==> src/rtl/bdqs_pkg.sv <==
// Package: opcode and status codes, payload types for the deque block.
`timescale 1ns / 1ps
`default_nettype none

package bdqs_pkg;

  typedef logic [2:0]         opcode_t;
  typedef logic [1:0]         status_t;
  typedef logic signed [31:0] data_t;
  typedef logic [4:0]         pos_t;

  localparam opcode_t OP_PUSH_FRONT = 3'd0;
  localparam opcode_t OP_PUSH_BACK  = 3'd1;
  localparam opcode_t OP_POP_FRONT  = 3'd2;
  localparam opcode_t OP_POP_BACK   = 3'd3;
  localparam opcode_t OP_SEARCH     = 3'd4;
  localparam opcode_t OP_COUNT      = 3'd5;

  localparam status_t ST_OK       = 2'd0;
  localparam status_t ST_EMPTY    = 2'd1;
  localparam status_t ST_FULL     = 2'd2;
  localparam status_t ST_NOTFOUND = 2'd3;

endpackage

`default_nettype wire

==> src/rtl/bounded_deque_with_search.sv <==
// Top level: bounded deque with linear search, held in a ring memory.
//
// Usage:
//   Input channel (in_valid / in_stall, opcode, value) carries one request per
//   transfer: push front/back, pop front/back, search for a value, or count.
//   Output channel (out_valid / out_stall, status, removed_value,
//   found_position, entry_count) returns exactly one result per request.
// Sequencing (one request in flight at a time):
//   push, count : request goes to a done state, then into the output register
//   pop         : one read of the ring memory, its registered data taken in a wait state
//   search      : one stored entry is read per cycle from the single memory read
//                 port and compared in the cycle after; a hit ends the scan, and
//                 a full pass with no match gives not-found.
//   A new request is taken as soon as the result is handed to the output
//   register, even while that result still waits on out_stall.
// Reset (rst, synchronous): deque empty, head at slot 0, no result pending.
//   Memory contents are not cleared; only written slots are ever read.
// Receiver stall: the output register holds its payload; a second finished
//   result waits inside, and in_stall stays high until it can move out.
`timescale 1ns / 1ps
`default_nettype none

module bounded_deque_with_search #(
  parameter int DEPTH = 16
) (
  input  wire logic             clk,
  input  wire logic             rst,
  input  wire logic             in_valid,
  output logic                  in_stall,
  input  wire bdqs_pkg::opcode_t opcode,
  input  wire bdqs_pkg::data_t  value,
  output logic                  out_valid,
  input  wire logic             out_stall,
  output bdqs_pkg::status_t     status,
  output bdqs_pkg::data_t       removed_value,
  output bdqs_pkg::pos_t        found_position,
  output bdqs_pkg::pos_t        entry_count
);

  import bdqs_pkg::*;

  localparam int AW = (DEPTH > 1) ? $clog2(DEPTH) : 1;  // ring slot index
  localparam int CW = $clog2(DEPTH + 1);                // count / offset
  localparam int SW = CW + 1;                           // head + offset sum

  // sequencer states
  localparam logic [1:0] S_IDLE   = 2'd0;
  localparam logic [1:0] S_RDWAIT = 2'd1;
  localparam logic [1:0] S_SCAN   = 2'd2;
  localparam logic [1:0] S_DONE   = 2'd3;

  // ring memory, one write and one registered read port
  logic [31:0]   mem [DEPTH];
  logic          mem_we;
  logic [AW-1:0] mem_waddr;
  logic [31:0]   mem_wdata;
  logic [AW-1:0] mem_raddr;
  logic [31:0]   rd_data;

  // control state
  logic [1:0]    state;
  logic [AW-1:0] head;
  logic [CW-1:0] count;
  logic [CW-1:0] scan_k;
  logic          cmp_valid;
  logic [CW-1:0] cmp_pos;
  logic [31:0]   key;

  // pending result
  status_t       res_status;
  logic [31:0]   res_removed;
  logic [4:0]    res_pos;

  logic          in_xfer;
  logic          out_free;
  logic          full;
  logic          empty;
  logic [AW-1:0] head_dec;
  logic [AW-1:0] head_inc;
  logic [CW-1:0] slot_offs;
  logic [SW-1:0] slot_sum;
  logic [AW-1:0] slot;
  logic [31:0]   cnt_ext;
  logic [31:0]   pos_ext;

  assign in_stall = (state != S_IDLE);
  assign in_xfer  = in_valid && !in_stall;
  assign out_free = !out_valid || !out_stall;

  assign full  = (count == CW'(DEPTH));
  assign empty = (count == '0);

  assign head_dec = (head == '0) ? AW'(DEPTH - 1) : head - AW'(1);
  assign head_inc = (head == AW'(DEPTH - 1)) ? '0 : head + AW'(1);

  // ring slot of (head + offset) mod DEPTH; sum stays below 2*DEPTH
  always_comb begin
    case (state)
      S_SCAN:  slot_offs = scan_k;
      default: begin
        if (opcode == OP_POP_BACK) begin
          slot_offs = count - CW'(1);
        end else begin
          slot_offs = count;
        end
      end
    endcase
  end

  always_comb begin
    slot_sum = SW'(head) + SW'(slot_offs);
    if (slot_sum >= SW'(DEPTH)) begin
      slot = AW'(slot_sum - SW'(DEPTH));
    end else begin
      slot = AW'(slot_sum);
    end
  end

  assign cnt_ext = 32'(count);
  assign pos_ext = 32'(cmp_pos) + 32'd1;

  // memory port control
  always_comb begin
    mem_we    = 1'b0;
    mem_waddr = slot;
    mem_wdata = value;
    mem_raddr = slot;
    if (in_xfer && !full) begin
      if (opcode == OP_PUSH_FRONT) begin
        mem_we    = 1'b1;
        mem_waddr = head_dec;
      end else if (opcode == OP_PUSH_BACK) begin
        mem_we = 1'b1;
      end
    end
    if (in_xfer && opcode == OP_POP_FRONT) begin
      mem_raddr = head;
    end
  end

  always_ff @(posedge clk) begin
    if (mem_we) begin
      mem[mem_waddr] <= mem_wdata;
    end
    rd_data <= mem[mem_raddr];
  end

  // sequencer
  always_ff @(posedge clk) begin
    if (rst) begin
      state     <= S_IDLE;
      head      <= '0;
      count     <= '0;
      scan_k    <= '0;
      cmp_valid <= 1'b0;
    end else begin
      case (state)
        S_IDLE: begin
          if (in_xfer) begin
            res_status  <= ST_OK;
            res_removed <= '0;
            res_pos     <= '0;
            key         <= value;
            scan_k      <= '0;
            cmp_valid   <= 1'b0;
            state       <= S_DONE;
            case (opcode)
              OP_PUSH_FRONT: begin
                if (full) begin
                  res_status <= ST_FULL;
                end else begin
                  head  <= head_dec;
                  count <= count + CW'(1);
                end
              end
              OP_PUSH_BACK: begin
                if (full) begin
                  res_status <= ST_FULL;
                end else begin
                  count <= count + CW'(1);
                end
              end
              OP_POP_FRONT: begin
                if (empty) begin
                  res_status <= ST_EMPTY;
                end else begin
                  head  <= head_inc;
                  count <= count - CW'(1);
                  state <= S_RDWAIT;
                end
              end
              OP_POP_BACK: begin
                if (empty) begin
                  res_status <= ST_EMPTY;
                end else begin
                  count <= count - CW'(1);
                  state <= S_RDWAIT;
                end
              end
              OP_SEARCH: begin
                state <= S_SCAN;
              end
              default: begin
                // count and unused codes: no change
              end
            endcase
          end
        end
        S_RDWAIT: begin
          res_removed <= rd_data;
          state       <= S_DONE;
        end
        S_SCAN: begin
          if (cmp_valid && rd_data == key) begin
            res_pos   <= pos_ext[4:0];
            cmp_valid <= 1'b0;
            state     <= S_DONE;
          end else if (scan_k == count && !cmp_valid) begin
            res_status <= ST_NOTFOUND;
            state      <= S_DONE;
          end else if (scan_k != count) begin
            // read issued this cycle at slot(head + scan_k)
            cmp_valid <= 1'b1;
            cmp_pos   <= scan_k;
            scan_k    <= scan_k + CW'(1);
          end else begin
            cmp_valid <= 1'b0;
          end
        end
        S_DONE: begin
          if (out_free) begin
            state <= S_IDLE;
          end
        end
        default: begin
          state <= S_IDLE;
        end
      endcase
    end
  end

  // output register
  always_ff @(posedge clk) begin
    if (rst) begin
      out_valid <= 1'b0;
    end else if (state == S_DONE && out_free) begin
      out_valid <= 1'b1;
    end else if (!out_stall) begin
      out_valid <= 1'b0;
    end
  end

  always_ff @(posedge clk) begin
    if (state == S_DONE && out_free) begin
      status         <= res_status;
      removed_value  <= res_removed;
      found_position <= res_pos;
      entry_count    <= cnt_ext[4:0];
    end
  end

endmodule

`default_nettype wire
==> config.mk <==
export PLATFORM = sky130hd
export DESIGN_NAME = bounded_deque_with_search
export DESIGN_NICKNAME = d
export VERILOG_FILES = /design/src/rtl/bdqs_pkg.sv /design/src/rtl/bounded_deque_with_search.sv
export SDC_FILE = /design/constraint.sdc
export NUM_CORES = 1
export LEC_CHECK = 0
export ABC_AREA = 0
export BUFFER_PORTS_ARGS = -buffer_cell sky130_fd_sc_hd__buf_2
export CORE_ASPECT_RATIO = 0.8
export CORE_UTILIZATION = 30
export DETAILED_ROUTE_END_ITERATION = 7
export PLACE_DENSITY = 0.49
export SLEW_MARGIN = 20
export SYNTH_ARGS = -nofsm -noshare
export SYNTH_HDL_FRONTEND = slang
export SYNTH_SLANG_ARGS = --single-unit
==> constraint.sdc <==
create_clock -name clk -period 5.1 [get_ports clk]
set_input_delay 0.765 -clock clk [delete_from_list [all_inputs] [get_ports clk]]
set_output_delay 0.765 -clock clk [all_outputs]
set_load 0.05 [all_outputs]
==> run_results.csv, run 1 <==
group,metric,value,unit
routing,drc_errors,0,
setup_path,worstPathCellList,"inv_1 -> ha_1 -> nor2_1 -> a21oi_1 -> o21ai_0 -> inv_1 -> fa_1 -> xor2_1 -> nor3b_1 -> nand2_1 -> a211oi_1 -> nor4_4 -> a21oi_4 -> buf_12",
setup_path,worst-path-max-fanout,20,
clock_network,cts_resized,0,
placement,io_buffers,84,
layout,fin_area,35400,um^2
setup_path,critPathBufInv,3,
power,peakVddDrop,0.000304,V
timing,fin_ws,0.599,ns
setup_path,crit_required,5.39,ns
power,power_leakage,11.4,nW
setup_path,cpMostUsedCell,"inv_1",
layout,diodes,0,
layout,final_cell_mix,"edfxtp_1 (632), nand2_1 (153), nand2b_1 (140)",
synthesis,synth-seq-cells,682,
placement,pre_cts_slack,0.292,ns
synthesis,syn-num-nets,2216,
synthesis,ys_dominant_reg_cell,"edfxtp_1",
outcome,status,"finished, final reports clean",
setup_path,cpPeakStageDelay,0.56,ns
routing,drt-total-wl,88400,um
floorplan,core_area,101000,um^2
synthesis,synth_edf_count,632,
setup_path,start_kind,"flip-flop",
layout,areaGrowthSynthToFinish,15.4,%
setup_path,path_delay_family,"compound AO/OA/AOI/OAI gates",
floorplan,die_x,359,um
synthesis,synth_area_leaders,"edfxtp_1 (62%), mux2i_1 (4.3%), a311o_1 (4.2%)",
power,p_total,16.0,mW
min_path,min_path_type,"flip-flop to flip-flop",
synthesis,syn_area,30700,um^2
timing,grt_setup_unrepaired,"false",
layout,final_common_cell,"edfxtp_1",
routing,dr_wl_met2,39500,um
timing,final-setup-viol-count,0,
grt,grt_pass1_wl,131000,um
synthesis,async_flop_share,0,
synthesis,ys_warn_count,0,
setup_path,endpoint_kind,"flip-flop",
clock_network,htreeDepth,3,
floorplan,initial_core_util,0.304,
grt,grt_max_degree,188,
floorplan,io_pins,85,
routing,wire_per_inst,24.7,um
job,cap_violations,0,
placement,dp_hpwl,52400,um
grt,overflow,0,
routing,drt_iter0_drc,1666,
routing,viasPerCell,5.46,
floorplan,placementRows,104,
synthesis,syn_inst,2160,
power,cellPowerDensity,453,nW/um^2
synthesis,synth.top_cell.area_share,0.619,
setup_path,worstPathArrival,4.79,ns
timing,slew_headroom,0.303,
synthesis,synth_top_cell_by_area,"edfxtp_1",
synthesis,synth_cell_types,71,
timing,slew_viol_final,0,
routing,first_pass_iters,6,
setup_path,path_class,"flip-flop to flip-flop",
timing,skew,0.0276,ns
grt,grt_use_total,0.168,
floorplan,die_area,104000,um^2
layout,final_nets,2248,
setup_path,crit_slowest_cell,"xor2_1",
clock_network,cts.clk_slew.worst_paths,0.06,ns
timing,tightest_slew,1.04,ns
routing,via_count,19500,
timing,hold_viol_final,0,
clock_network,post-cts-setup-buffers,0,
clock_network,cts_buffer_depth,3,
timing,max_freq,222,MHz
floorplan,die_h,288,um
timing,period_share,0.883,
placement,place_congestion,0.821,
clock_network,numClockSinks,682,
clock_network,cts_buffers,70,
routing,routed.top_layer,"met4",
placement,dpl-instance-area,33000,um^2
layout,nFillCells,9605,
routing,wl_met1,41900,um
routing,ant_nets,0,
clock_network,cts_root_buffer,"clkbuf_16",
layout,drive_gt1_frac,0.146,
routing,routed-wl-met3,4650,um
clock_network,hold_buffers,0,
synthesis,syn_avg_cell_area,14.2,um^2
grt,grt_pass1_vias,19500,
clock_network,clk_latency,0.62,ns
timing,post-route-min-period,4.50,ns
grt,antenna_found_initial,0,
clock_network,cts_tree,"yes",
synthesis,yosysSeqAreaShare,0.652,
[per-layer routing]
layer / vias to the layer above / GRT usage
met2: 601 / 0.258
met3: 117 / 0.0251
met1: 10100 / 0.243
met4: 0 / 0.0518
li1: 8704 / -
met5: - / 0
[cells in the mapped netlist, drive strengths merged (42+ instances only)]
| master | number |
|---|---|
| xnor2 | 42 |
| o211a | 128 |
| mux2i | 133 |
| o22ai | 64 |
| buf | 64 |
| nand2b | 140 |
| a311o | 128 |
| clkbuf | 126 |
| a211oi | 135 |
| dfxtp | 50 |
| a221oi | 64 |
| edfxtp | 632 |
| nand2 | 155 |
[final timing paths]
| kind | cells past startpoint | endpoint | slack (ns) | start |
|---|---|---|---|---|
| setup / recovery | 14 | mem[10][14] | 0.60 | count[0] |
| hold / removal | 0 | removed_value[26] | 0.42 | res_removed[26] |
| setup reg to reg | 14 | mem[10][14] | 0.60 | count[0] |
| hold reg to reg | 0 | removed_value[26] | 0.42 | res_removed[26] |
[cell families (layout without fill, tap and decap cells)]
kind of cell | after synthesis | in the layout | synth area share
fa+ha+maj | 17 | 17 | 0.00718
flops | 682 | 682 | 0.652
mux | 165 | 165 | 0.0552
simple gates | 449 | 449 | 0.0772
xor+xnor | 51 | 51 | 0.0153
compound gates | 589 | 589 | 0.163
buf+inv | 207 | 295 | 0.0308
[stage by stage]
| step | TNS [ns] | cells | hold slack, ns | utilization |
|---|---|---|---|---|
| global route | 0 | 3573 | 0.430 | 0.351 |
| global placement | 0 | 3445 | 0.404 | 0.327 |
| finish | 0 | 3573 | 0.418 | 0.351 |
| floorplan | -17.89 | 2160 | 0.400 | - |
| detailed placement | 0 | 3445 | 0.406 | 0.327 |
| CTS | 0 | 3573 | 0.420 | 0.350 |
[sequential cells by signal, indices dropped and copies added, names as in the netlist, 4 cells and up]
signal / cells
found_position: 5
cmp_pos: 5
key: 32
res_pos: 5
mem: 512
removed_value: 32
count: 5
res_removed: 32
entry_count: 5
head: 4
scan_k: 5
rd_data: 32
[area by class of cell]
type,instances,area [um^2],area share
flip-flops and latches,682,20000,0.565
clock buffers,95,1930,0.0544
inverters,17,63.8,0.00180
clock inverters,33,418,0.0118
multi-input cells,1271,10000,0.283
well taps,1325,1660,0.0468
repair buffers,150,1320,0.0372
[power by group]
part           switching, mW  internal, mW  leakage [nW]
clock network           2.20          3.12          1.15
logic                   2.48          1.37          4.15
registers              0.300          6.55          6.14
No activity file was read; power rests on OpenSTA's default activity.
==> run 2: changes to the inputs <==
Settings changed: ABC_AREA 0 to 1, CTS_CLUSTER_DIAMETER set to 80, CTS_CLUSTER_SIZE set to 14.
==> run 2 against run 1 <==
  * Global-route usage is 1.2 points lower
  * Via count is 8.3% lower
  * Synthesized area is 6.8% lower
  * Clock-buffer cell count is 2 higher
  * Synthesized cell count is 17% higher
  * Highest routed layer unchanged
  * First-iteration DRC count is 11% lower
  * Final cell count is 8.2% higher
  * Critical endpoint is now mem[3][29]
  * Largest cell class unchanged
==> run_results.csv, run 2 <==
group,metric,value,unit
clock_network,cts_tree,"yes",
timing,tightest_slew,1.04,ns
layout,regMostFlops,"mem",
synthesis,synth_edf_count,632,
floorplan,core_area,93700,um^2
layout,largest_reg_flops,512,
power,power_leakage,12.7,nW
placement,dp_hpwl,46400,um
routing,ant_nets,0,
power,sw_frac_of_total,0.390,
power,power.internal,10.5,mW
placement,pre_cts_slack,0.848,ns
timing,hold_viol_final,0,
timing,period_share,0.819,
synthesis,syn_avg_cell_area,11.3,um^2
placement,place_congestion,0.886,
floorplan,initial_core_util,0.305,
power,pwr-share-comb,0.358,
synthesis,ys_warn_count,0,
synthesis,synth_top_cell_by_area,"edfxtp_1",
grt,grt_max_degree,153,
synthesis,synth_common_cells,"nand2_1 (859), edfxtp_1 (632), inv_1 (371)",
setup_path,crit_required,5.42,ns
clock_network,clk_latency,0.64,ns
clock_network,hold_buffers,0,
routing,drt_iter0_drc,1489,
clock_network,cts.clk_slew.worst_paths,0.08,ns
synthesis,synth_cell_types,34,
clock_network,post-cts-setup-buffers,0,
synthesis,ys_dominant_reg_cell,"edfxtp_1",
clock_network,cts_buffers,54,
grt,grt_use_total,0.155,
setup_path,worstPathArrival,4.49,ns
power,pwr-share-seq,0.406,
clock_network,cts_resized,0,
floorplan,die_x,347,um
floorplan,die_area,96500,um^2
placement,io_buffers,84,
routing,via_count,17900,
setup_path,worst-r2r-setup-slack,0.92,ns
grt,antenna_found_initial,1,
synthesis,synth.top_cell.area_share,0.664,
synthesis,syn_area,28600,um^2
timing,max_freq,240,MHz
floorplan,placementRows,100,
routing,viasPerCell,4.63,
synthesis,yosysSeqAreaShare,0.699,
floorplan,io_pins,85,
layout,final_nets,2654,
outcome,status,"finished, final reports clean",
setup_path,worst-path-max-fanout,19,
routing,drc_errors,0,
routing,first_pass_iters,5,
clock_network,cts_buffer_depth,3,
setup_path,start_kind,"flip-flop",
job,cap_violations,0,
routing,wire_per_inst,19.3,um
layout,final_common_cell,"nand2_1",
synthesis,synth-seq-cells,682,
clock_network,htreeDepth,2,
power,power_frac_clock,0.235,
floorplan,die_h,278,um
power,p_sw,6.71,mW
grt,grt_pass1_vias,17700,
timing,post-route-min-period,4.18,ns
timing,slew_headroom,0.302,
grt,overflow,0,
timing,fin_ws,0.925,ns
layout,drive_gt1_frac,0.0821,
synthesis,synth_area_leaders,"edfxtp_1 (66%), nand2_1 (11%), o211ai_1 (6.7%)",
layout,diodes,0,
setup_path,endpoint_kind,"flip-flop",
synthesis,synth.most_common_cell,"nand2_1",
timing,skew,0.0308,ns
timing,slew_viol_final,0,
synthesis,syn_inst,2532,
power,cellPowerDensity,535,nW/um^2
clock_network,numClockSinks,682,
timing,setup_tns,0,ns
timing,grt_setup_unrepaired,"false",
layout,final_cell_mix,"nand2_1 (859), edfxtp_1 (632), inv_1 (371)",
grt,grt_pass1_wl,113000,um
layout,areaGrowthSynthToFinish,12.6,%
synthesis,syn-num-nets,2588,
min_path,min_path_type,"flip-flop to flip-flop",
power,peakVddDrop,0.000549,V
synthesis,async_flop_share,0,
setup_path,path_class,"flip-flop to flip-flop",
power,p_total,17.2,mW
clock_network,cts_root_buffer,"clkbuf_16",
routing,drt-total-wl,74600,um
timing,final-setup-viol-count,0,
run 2: cell count changes in the layout (fill, tap and decap cells not counted), sizes merged, moves of 64 or more:
cell    previous run  this run
a221oi            64         0
o211ai             4       256
o211a            128         0
mux2i            133         0
a311o            128         0
nand2            155       861
a211oi           135         1
inv               18       377
o22ai             64         0
nand2b           140         0
run 2: layout make-up:
cell class | count | area [um^2]
clock inverters | 3 | 58.8
repair buffers | 123 | 888
multi-input cells | 1362 | 6790
inverters | 375 | 1410
well taps | 1224 | 1530
clock buffers | 97 | 1530
fillers | 9307 | 61500
flip-flops and latches | 682 | 20000
run 2: cell families after synthesis:
| logic type | count (synthesis) | synth area share |
|---|---|---|
| simple gates | 1007 | 0.138 |
| xor+xnor | 26 | 0.00797 |
| compound gates | 312 | 0.0780 |
| fa+ha+maj | 17 | 0.00771 |
| flops | 682 | 0.699 |
| buf+inv | 488 | 0.0693 |
run 2: path summary, 6_finish.rpt:
path | start | endpoint | depth (start not counted)
hold / removal | res_removed[0] | removed_value[0] | 0
setup / recovery | count[0] | mem[3][29] | 15
setup reg to reg | count[0] | mem[3][29] | 15
hold reg to reg | res_removed[0] | removed_value[0] | 0
run 2: metrics by stage:
stage               utilization  hold WS (ns)  area, um^2  std cells
finish                    0.343         0.419       32200       3866
global route              0.343         0.424       32200       3866
CTS                       0.343         0.410       32200       3866
detailed placement        0.326         0.405       30600       3766
global placement          0.326         0.408       30600       3766
floorplan                     -         0.400       28600       2532
run 2: worst max-delay path, cell delays in order, from the launching register on:
cell and delay [ns]:
dfxtp_1 0.49, inv_1 0.19, ha_1 0.27, xnor2_1 0.23, a21oi_1 0.09, o21ai_0 0.10
o21ai_0 0.16, ha_1 0.36, a21oi_1 0.16, nand2_1 0.08, xor2_1 0.15, or2_1 0.27
nand3_1 0.10, nand3_1 0.33, nor2_4 0.60, buf_12 0.27
run 2: power by group through the flow:
stage / sequential [mW] / clock (mW) / combinational [mW]
floorplan: 7.11 / 0 / 4.19
global placement: 7.15 / 0 / 6.21
detailed placement: 7.14 / 0 / 6.23
CTS: 7.02 / 4.18 / 6.25
global route: 7.04 / 4.38 / 6.94
finish: 7.00 / 4.05 / 6.18
run 2: layer usage:
metal,track usage,share of wire,routed length (um),up-vias
met5,0,0,0,-
li1,-,-,-,8641
met2,0.250,0.46,34200,411
met1,0.219,0.47,35100,8727
met4,0.0398,0.023,1700,0
met3,0.0224,0.047,3510,105
